===== src/rtl/sust_pkg.sv =====
// shared types and constants for the sorted unique set table
package sust_pkg;

  localparam int unsigned CapacityDef = 16;
  localparam int unsigned KeyW        = 32;
  localparam int unsigned PosW        = 5;
  localparam int unsigned CntW        = 5;

  typedef enum logic [1:0] {
    MODE_INSERT = 2'd0,
    MODE_DELETE = 2'd1,
    MODE_LOOKUP = 2'd2,
    MODE_OTHER  = 2'd3
  } mode_e;

  typedef enum logic [2:0] {
    ST_INSERTED  = 3'd0,
    ST_DUPLICATE = 3'd1,
    ST_DELETED   = 3'd2,
    ST_NOT_FOUND = 3'd3,
    ST_FOUND     = 3'd4,
    ST_FULL      = 3'd5
  } status_e;

  typedef struct packed {
    logic [1:0]             mode;
    logic signed [KeyW-1:0] key;
  } in_t;

  typedef struct packed {
    logic [2:0]      status;
    logic [PosW-1:0] position;
    logic [CntW-1:0] count;
  } out_t;

  // shift commands broadcast to every cell
  typedef struct packed {
    logic ins;
    logic del;
  } cell_ctrl_t;

endpackage


===== src/rtl/sust_cell.sv =====
// one storage cell of the key chain: compare, boundary detect and shift
module sust_cell
  import sust_pkg::*;
(
  input  logic                   clk_i,
  input  logic                   descending_i,
  input  logic signed [KeyW-1:0] key_i,
  input  logic                   occ_i,
  input  logic                   prefix_i,
  input  logic signed [KeyW-1:0] prev_key_i,
  input  logic signed [KeyW-1:0] next_key_i,
  input  cell_ctrl_t             ctrl_i,
  output logic signed [KeyW-1:0] key_o,
  output logic                   prefix_o,
  output logic                   bound_o,
  output logic                   hit_o
);

  logic signed [KeyW-1:0] key_q, key_d;
  logic                   ahead;

  assign ahead    = descending_i ? (key_i < key_q) : (key_q < key_i);
  // stays high while every cell so far is occupied and orders before the key
  assign prefix_o = prefix_i & occ_i & ahead;
  assign bound_o  = prefix_i & ~prefix_o;
  assign hit_o    = bound_o & occ_i & (key_q == key_i);
  assign key_o    = key_q;

  always_comb begin
    key_d = key_q;
    if (ctrl_i.ins && !prefix_o) begin
      key_d = bound_o ? key_i : prev_key_i;
    end else if (ctrl_i.del && !prefix_o) begin
      key_d = next_key_i;
    end
  end

  always_ff @(posedge clk_i) begin
    key_q <= key_d;
  end

endmodule


===== src/rtl/sorted_unique_set_table.sv =====
// Sorted unique set table: bounded set of distinct signed keys kept in order.
// Input channel in_valid_i/in_stall_o carries a transaction with a mode
// (insert, delete, lookup) and a signed key. Output channel
// out_valid_o/out_stall_i returns one transaction per input: status,
// position of the key in the order (or where it would go) and the count.
// cfg_we_i/cfg_data_i writes the order bit (1 descending); write only idle.
// A transaction is captured in the request register; from there the whole
// cell chain compares against the key, shifts in place and loads the output
// register. A new transaction is taken only once the last one has left the
// single request register in front of the cell chain.
// While the output is stalled the request waits in its register and the
// input stalls; the cell chain changes only when the result is loaded.
// Reset empties the table (count zero) and selects ascending order; cell
// contents are not cleared, entries beyond the count are never reported.
module sorted_unique_set_table
  import sust_pkg::*;
#(
  parameter int unsigned CAPACITY = CapacityDef
) (
  input  logic clk_i,
  input  logic rst_ni,
  input  logic cfg_we_i,
  input  logic cfg_data_i,
  input  logic in_valid_i,
  output logic in_stall_o,
  input  in_t  in_data_i,
  output logic out_valid_o,
  input  logic out_stall_i,
  output out_t out_data_o
);

  localparam int unsigned CW = $clog2(CAPACITY + 1);

  logic          desc_q;
  logic          req_v_q;
  in_t           req_q;
  logic          out_v_q;
  out_t          out_q, out_d;
  logic [CW-1:0] count_q, count_d;

  logic signed [KeyW-1:0] cell_key [CAPACITY];
  logic [CAPACITY:0]      prefix;
  logic [CAPACITY-1:0]    bound;
  logic [CAPACITY-1:0]    hit;
  cell_ctrl_t             ctrl;

  logic          commit, present, full;
  logic [CW-1:0] enc, pos;
  logic [31:0]   pos_ext, cnt_ext;
  status_e       status;

  assign in_stall_o  = req_v_q;
  assign out_valid_o = out_v_q;
  assign out_data_o  = out_q;

  assign commit = req_v_q & (~out_v_q | ~out_stall_i);

  assign prefix[0] = 1'b1;

  for (genvar i = 0; i < CAPACITY; i++) begin : g_cell
    logic signed [KeyW-1:0] prev_key, next_key;
    if (i == 0) begin : g_first
      assign prev_key = req_q.key;
    end else begin : g_mid
      assign prev_key = cell_key[i-1];
    end
    if (i == CAPACITY - 1) begin : g_last
      assign next_key = cell_key[i];
    end else begin : g_inner
      assign next_key = cell_key[i+1];
    end

    sust_cell u_cell (
      .clk_i        (clk_i),
      .descending_i (desc_q),
      .key_i        (req_q.key),
      .occ_i        (CW'(i) < count_q),
      .prefix_i     (prefix[i]),
      .prev_key_i   (prev_key),
      .next_key_i   (next_key),
      .ctrl_i       (ctrl),
      .key_o        (cell_key[i]),
      .prefix_o     (prefix[i+1]),
      .bound_o      (bound[i]),
      .hit_o        (hit[i])
    );
  end

  // boundary is at most one-hot, so the index encode is a plain or
  always_comb begin
    enc = '0;
    for (int unsigned i = 0; i < CAPACITY; i++) begin
      enc = enc | (bound[i] ? CW'(i) : '0);
    end
  end

  assign pos     = (|bound) ? enc : CW'(CAPACITY);
  assign present = |hit;
  assign full    = (count_q == CW'(CAPACITY));

  always_comb begin
    ctrl    = '0;
    count_d = count_q;
    unique case (mode_e'(req_q.mode))
      MODE_INSERT: begin
        if (present) begin
          status = ST_DUPLICATE;
        end else if (full) begin
          status = ST_FULL;
        end else begin
          status   = ST_INSERTED;
          ctrl.ins = commit;
          if (commit) count_d = count_q + CW'(1);
        end
      end
      MODE_DELETE: begin
        if (present) begin
          status   = ST_DELETED;
          ctrl.del = commit;
          if (commit) count_d = count_q - CW'(1);
        end else begin
          status = ST_NOT_FOUND;
        end
      end
      default: begin
        status = present ? ST_FOUND : ST_NOT_FOUND;
      end
    endcase
  end

  always_comb begin
    pos_ext         = 32'(pos);
    cnt_ext         = 32'(count_d);
    out_d.status    = status;
    out_d.position  = pos_ext[PosW-1:0];
    out_d.count     = cnt_ext[CntW-1:0];
  end

  always_ff @(posedge clk_i or negedge rst_ni) begin
    if (!rst_ni) begin
      desc_q  <= 1'b0;
      req_v_q <= 1'b0;
      out_v_q <= 1'b0;
      count_q <= '0;
    end else begin
      if (cfg_we_i) desc_q <= cfg_data_i;
      if (in_valid_i && !in_stall_o) begin
        req_v_q <= 1'b1;
      end else if (commit) begin
        req_v_q <= 1'b0;
      end
      if (commit) begin
        out_v_q <= 1'b1;
      end else if (!out_stall_i) begin
        out_v_q <= 1'b0;
      end
      count_q <= count_d;
    end
  end

  always_ff @(posedge clk_i) begin
    if (in_valid_i && !in_stall_o) req_q <= in_data_i;
    if (commit) out_q <= out_d;
  end

`ifndef ASSERT_OFF
  a_count_bound: assert property (@(posedge clk_i) disable iff (!rst_ni)
    count_q <= CW'(CAPACITY))
    else $error("stored count above capacity");

  a_insert_count: assert property (@(posedge clk_i) disable iff (!rst_ni)
    ctrl.ins |=> count_q == $past(count_q) + CW'(1))
    else $error("insert did not grow the count");

  a_commit_out: assert property (@(posedge clk_i) disable iff (!rst_ni)
    commit |=> out_v_q && !req_v_q)
    else $error("committed request did not reach the output");

  a_bound_onehot: assert property (@(posedge clk_i) disable iff (!rst_ni)
    req_v_q |-> $onehot0(bound))
    else $error("more than one chain boundary");
`endif

endmodule

===== config.mk =====
export PLATFORM = sky130hd
export DESIGN_NAME = sorted_unique_set_table
export DESIGN_NICKNAME = d
export VERILOG_FILES = /design/src/rtl/sust_pkg.sv /design/src/rtl/sust_cell.sv /design/src/rtl/sorted_unique_set_table.sv
export SDC_FILE = /design/constraint.sdc
export NUM_CORES = 2
export LEC_CHECK = 0
export BUFFER_PORTS_ARGS = -buffer_cell sky130_fd_sc_hd__buf_4
export CORE_MARGIN = 3
export CORE_UTILIZATION = 40
export CTS_BUF_LIST = sky130_fd_sc_hd__clkbuf_16
export DETAILED_ROUTE_END_ITERATION = 7
export SETUP_SLACK_MARGIN = 0.5
export SLEW_MARGIN = 20
export SYNTH_ARGS = -nofsm -noshare
export SYNTH_HDL_FRONTEND = slang
export SYNTH_SLANG_ARGS = --single-unit

===== constraint.sdc =====
create_clock -name clk_i -period 10.53 [get_ports clk_i]
set_clock_uncertainty 0.15 [all_clocks]
set_input_delay 3.159 -clock clk_i [delete_from_list [all_inputs] [get_ports clk_i]]
set_output_delay 3.159 -clock clk_i [all_outputs]
set_load 0.02 [all_outputs]

==> After elaboration in Yosys (flattened, before gate mapping) <==
Cells that the tools add are included.
{ "op_classes": {"reduce_logical": 68, "bitwise_logic": 112, "div": 0, "multipliers": 0, "shifts": 0, "n_addsub": 2, "mux": 96, "n_eq_ne": 19, "order_cmp": 48} }
{ "ops": {"columns": ["op", "n"], "rows": [
  ["32-bit 2-to-1 mux", 45],
  ["32-bit less-than comparator", 32],
  ["32-bit equality test", 16],
  ["1-bit AND", 79],
  ["4-bit by 5-bit less-than comparator with 1-bit output (first input constant)", 8],
  ["1-bit logical AND", 32],
  ["4-bit 2-to-1 mux", 8],
  ["2-bit nonzero test", 16],
  ["16-bit OR reduction", 2],
  ["4-bit OR", 7],
  ["1-bit 2-to-1 mux", 27],
  ["5-bit 2-to-1 mux", 5],
  ["3-bit 2-to-1 mux", 7],
  ["3-bit by 5-bit less-than comparator with 1-bit output (first input constant)", 4],
  ["1-bit NOT", 18],
  ["1-bit zero test", 17],
  ["1-bit by 5-bit less-than comparator with 1-bit output (first input constant)", 2],
  ["2-bit by 5-bit less-than comparator with 1-bit output (first input constant)", 2],
  ["5-bit case mux with 2 select lines", 1],
  ["3-bit OR", 3],
  ["3-bit case mux with 2 select lines", 1],
  ["5-bit by 1-bit adder with 5-bit output (second input constant)", 1],
  ["5-bit equality test (second input constant)", 1],
  ["5-bit by 1-bit subtractor with 5-bit output (second input constant)", 1],
  ["9 further kinds", 10]
]} }
{ "totals": {"rom_bits": 0, "register_bits": 567, "memories": 0, "out_inout_bits": 15, "in_bits": 40, "word_cells": 370, "latch_bits": 0, "ram_bits": 0} }

==> Depth between registers and ports, before layout <==
{ "logic_depth": {"depth_word": 43, "depth_mapped": 17, "ltp_nobuf": 14} }

==> Cells and area by module <==
A second synthesis with hierarchy kept.
{ "hier_totals": {"hier_cells": 3897, "area_unflattened_um2": 46220.6} }
{ "modules_own_cells": {"columns": ["mod", "seq_area_each_um2", "area_per_inst_um2", "cells_each", "instances"], "rows": [
  ["sust_cell at g_cell[0].u_cell ...", 960.9, 2742.6, 233, 15],
  ["sust_cell at g_cell[14].u_cell", 960.9, 2743.9, 232, 1],
  ["sorted_unique_set_table", 1611.5, 2337.2, 170, 1]
]} }

==> Least setup slack after synthesis <==
Ideal clock, no wire load.
{ "synth_timing": {"path_type": "input-to-reg", "startpoint": "input port out_stall_i", "endpoint": "register g_cell[3].u_cell.key_q[0], enable pin", "setup_slack_ps": 3054, "cell_stages": 7, "path_buffers": 3, "setup_ps": 432, "t_required_ps": 9948, "arrival_time_ps": 6894, "cell_sequence": "a21boi_1 > and3_1 > buf_1 > clkbuf_1 > a2bb2oi_2 > buf_2 > a21oi_1"} }
{ "synth_via": {"elab_chain_len": 8, "elab_cells_between_ends": 11, "classes_between": "mux: 5; bitwise: 3; reduce/logical: 3"} }
{ "synth_rtl": {"columns": ["element", "line", "source"], "rows": [
  ["from (decl)", "sorted_unique_set_table.sv:28", "input logic out_stall_i,"],
  ["1-bit NOT (*)", "sorted_unique_set_table.sv:56", "assign commit = req_v_q & (~out_v_q | ~out_stall_i);"],
  ["1-bit OR (*)", "sorted_unique_set_table.sv:56", null],
  ["1-bit AND (*)", "sorted_unique_set_table.sv:56", null],
  ["1-bit 2-to-1 mux", "sorted_unique_set_table.sv:108", "end else if (full) begin"],
  ["1-bit 2-to-1 mux", "sorted_unique_set_table.sv:106", "if (present) begin"],
  ["1-bit 2-to-1 mux", "sorted_unique_set_table.sv:104", "unique case (mode_e'(req_q.mode))"],
  ["1-bit logical AND", "sust_cell.sv:31", "if (ctrl_i.ins && !prefix_o) begin"],
  ["2-bit nonzero test (no source line) (*)", null, null],
  ["to (signal assigned)", "sust_cell.sv:39", "key_q <= key_d;"],
  ["to (decl)", "sust_cell.sv:19", "logic signed [KeyW-1:0] key_q, key_d;"]
]} }
Mark *: on every way between the ends. The rest lies on a longest branch, timed or not.
A chain may end at the register's enable or synchronous reset.

==> Worst setup path after layout <==
{ "layout_timing": {"startpoint": "register req_q (netlist bit g_cell[0].prev_key[23])", "endpoint": "register g_cell[6].u_cell.key_q[9], enable pin"} }
{ "layout_via": {"elab_chain_len": 42, "elab_cells_between_ends": 167, "classes_between": "order compare: 32; eq/ne: 16; mux: 20; bitwise: 94; reduce/logical: 5"} }
{ "layout_rtl": {"columns": ["element", "line", "source"], "rows": [
  ["from (decl)", "sorted_unique_set_table.sv:36", "in_t req_q;"],
  ["from (signal assigned)", "sorted_unique_set_table.sv:162", "if (in_valid_i && !in_stall_o) req_q <= in_data_i;"],
  ["32-bit less-than comparator", "sust_cell.sv:22", "assign ahead = descending_i ? (key_i < key_q) : (key_q < key_i);"],
  ["1-bit 2-to-1 mux", "sust_cell.sv:22", null],
  ["1-bit AND (31 in series)", "sust_cell.sv:24", "assign prefix_o = prefix_i & occ_i & ahead;"],
  ["1-bit NOT", "sust_cell.sv:25", "assign bound_o = prefix_i & ~prefix_o;"],
  ["1-bit AND", "sust_cell.sv:25", null],
  ["1-bit AND (2 in series)", "sust_cell.sv:26", "assign hit_o = bound_o & occ_i & (key_q == key_i);"],
  ["16-bit OR reduction", "sorted_unique_set_table.sv:98", "assign present = |hit;"],
  ["1-bit 2-to-1 mux (on tied branches)", "sorted_unique_set_table.sv:117, sorted_unique_set_table.sv:106", null],
  ["1-bit 2-to-1 mux", "sorted_unique_set_table.sv:104", null],
  ["1-bit logical AND (on tied branches)", "sust_cell.sv:33, sust_cell.sv:31", null],
  ["2-bit nonzero test (no source line) (*)", null, null],
  ["to (signal assigned)", "sust_cell.sv:39", null],
  ["to (decl)", "sust_cell.sv:19", null]
]} }
Marks and branches as above.

==> results.cfg <==
[placement]
port_buffers = 54
gp_congestion = 0.9168
dpl.hpwl_mm = 91.70

[routing]
wire_per_inst_um = 23.55
drtAntennaViolNets = 0
routed_wl_mm = 118.7
vias_per_cell = 5.829
firstDrtPassIters = 6
drt_iter0_markers = 2352
drcViolationCount = 0
num_vias = 29395

[floorplanning]
core_um2 = 102300
die_area_um2 = 107700
rows = 117
io_pins = 55
die_width_um = 328.2
die_h_um = 328.2
start_util_pct = 40.58

[cts]
cts_tree = yes
clock_sinks = 567
cts_buffer_depth = 3
cts_resized = 0
clk_pin_slew_worst_paths_ps = 50
cts_htree_levels = 3
cts_made_buffers = 72
cts-root-buf = clkbuf_16
cts_hold_buf = 0
insertion_delay_ps = 640
cts_setup_buffers = 0

[synthesis]
synth_warnings = 0
async_flop_share_pct = 1.411
synth_ff_type = edfxtp_1
ys_seq_area_share_pct = 40.91
synth.most_common_cell = mux2_2
synth_edf_count = 559
synthTopCellsByCount = mux2_2 (736), edfxtp_1 (559), ha_1 (515), nand2_1 (308), o21ai_0 (261)
yosysTopAreaCell = edfxtp_1
synth.area.top_cells = edfxtp_1 (40%), mux2_2 (20%), ha_1 (16%)
syn_avg_cell_area_um2 = 11.58
synth_cells = 3587
ys_types = 88
synth_area_um2 = 41520
syn_nets = 4142
ys_seq_elements = 567
synth_top_area_share_pct = 40.43

[sta]
period_needed_ps = 8328
rsz0062_at_grt = no
timing.fmax_mhz = 120.1
maxSlewHeadroom_pct = 24.51
finalSetupViolCount = 0
hold_viol = 0
slew_violations = 0
worst_pin_slew_ps = 1128
final.setup.tns_ps = 0
finalCritPeriodShare_pct = 79.09

[pwr]
powerDensity_nw_per_um2 = 174.0
p_sw_share_pct = 34.76
vdd_drop_max_v = 0.0001225
finalPower_mw = 7.990
p_leak_nw = 16.27
internal-power_mw = 5.213
power.switching_mw = 2.777
p_seq_share_pct = 38.6
clkPwrFrac_pct = 30.0
combPwrFrac_pct = 31.4

[global_routing]
track_usage_pct = 21.68
grt_overflow = 0
antenna_found_initial = 1
grt_start_max_net_pins = 66
gr-usage-met1_pct = 30.16
met2_usage_pct = 34.61
globalRouteMet3Util_pct = 2.390
grt_pass1_vias = 30182
grt_pass1_wl_mm = 181.5
busiest_layer = met2

[critical_path]
rr_startpoint = g_cell[0].prev_key[23]
crit_start = g_cell[0].prev_key[23]
reg2reg_depth = 16
critPathRequiredTime_ps = 10730
reg2reg_slack_ps = 2200
cp.arrival_ps = 8520
critPathKind = register to register
worstPathMaxFanout = 22
crit_path_start_kind = register
cp-end-kind = register
r2r_end = g_cell[6].u_cell.key_o[9]
endpoint = g_cell[6].u_cell.key_o[9]

[min_path]
whs_path_depth = 1
hp-class = register to register

[final_layout]
layout.area.seq_um2 = 16990
area_delta_synth_final_pct = 10.59
multi_input_area_um2 = 23700
fin_nets = 4176
antenna-diode-count = 0
layout-drive-gt1-share_pct = 28.05
fin_util_pct = 44.88
fillers = 9457

[outcome]
run_status = completed

[run]
maxCapViolations = 0
cells in the final DEF (no fill, tap or decap), types with 28 or more instances in the layout:
master | netlist | routed
mux2_2 | 736 | 736
edfxtp_1 | 559 | 559
ha_1 | 515 | 515
nand2_1 | 308 | 305
o21ai_0 | 261 | 261
a21oi_1 | 163 | 160
buf_4 | 19 | 121
inv_1 | 80 | 93
nor2_1 | 100 | 88
nand4_1 | 85 | 85
clkbuf_16 | 0 | 73
nand3_1 | 72 | 70
mux2i_1 | 44 | 44
nor3_1 | 43 | 43
a21o_1 | 32 | 32
a211oi_1 | 28 | 28
worst max-delay path: stages (launching register included):
cell and delay, ps:
edfxtp_1 810, inv_1 540, buf_4 340, ha_1 340, nand4_1 150, nor4_2 710
and3_1 520, o31a_1 280, nor3_1 90, mux2_2 350, a211oi_4 550, nand4_2 540
o221ai_1 700, nor3_4 300, a2bb2oi_4 950, nor2b_2 330, buf_4 340
logic make-up after synthesis:
| kind of cell | count (synthesis) | share of synthesized area [%] |
|---|---|---|
| AND/OR/NAND/NOR | 794 | 9.609 |
| adder cells (fa/ha/maj) | 515 | 15.52 |
| AO/OA/AOI/OAI | 667 | 9.847 |
| XOR/XNOR | 4 | 0.08439 |
| buffers and inverters | 244 | 2.579 |
| flip-flops | 567 | 40.91 |
| multiplexers | 796 | 21.45 |
cell type report:
cell class                 instances  share of cell area, %
inverter                          80                 0.6539
clock inverter                    55                 0.9100
timing repair buffer             124                  2.142
multi-input combinational       2776                  51.60
clock buffer                      73                  3.978
sequential                       567                  36.99
tap                             1368                  3.727
metal layers:
metal,wire (um),part of all wire (%),up-vias
li1,-,-,13996
met1,54890,46,14378
met2,53270,45,813
met3,5783,4.9,208
met4,4799,4.0,0
met5,0,0,-
through the flow:
stage                     hold WS (ps)  setup WS, ps  instance area, um2  std cells
after floorplan                  400.4          3054               41520       3587
after global placement           355.8          2149               43580       4912
after detailed placement         373.3          2335               43590       4912
after CTS                        385.1          2269               45840       5040
after global routing             433.1          2030               45920       5043
final                            377.5          2202               45920       5043
worst min-delay path by stage:
stage	start	end	slack, ps
floorplan	g_cell[14].u_cell.key_o[0]	g_cell[15].u_cell.key_o[0]	400
global placement	out_valid_o	out_valid_o	360
detailed placement	out_valid_o	out_valid_o	370
CTS	out_valid_o	out_valid_o	390
global route	out_valid_o	out_valid_o	430
finish	out_valid_o	out_valid_o	380
registers in the layout, summed over array words and instances (netlist names):
name,count
count_q,5
in_stall_o,1
out_valid_o,1
g_cell.u_cell.key_o,512
desc_q,1
g_cell.prev_key,32
out_data_o,13
req_q,2
power by group through the flow:
stage / clock (mW) / combinational (mW) / sequential (mW)
3_5_place_dp: 0 / 2.49 / 3.12
2_1_floorplan: 0 / 1.76 / 3.00
6_report: 2.40 / 2.51 / 3.09
3_3_place_gp: 0 / 2.44 / 3.12
5_1_grt: 2.53 / 2.79 / 3.11
4_1_cts: 2.45 / 2.50 / 3.08
(Power assumes the default switching activity.)
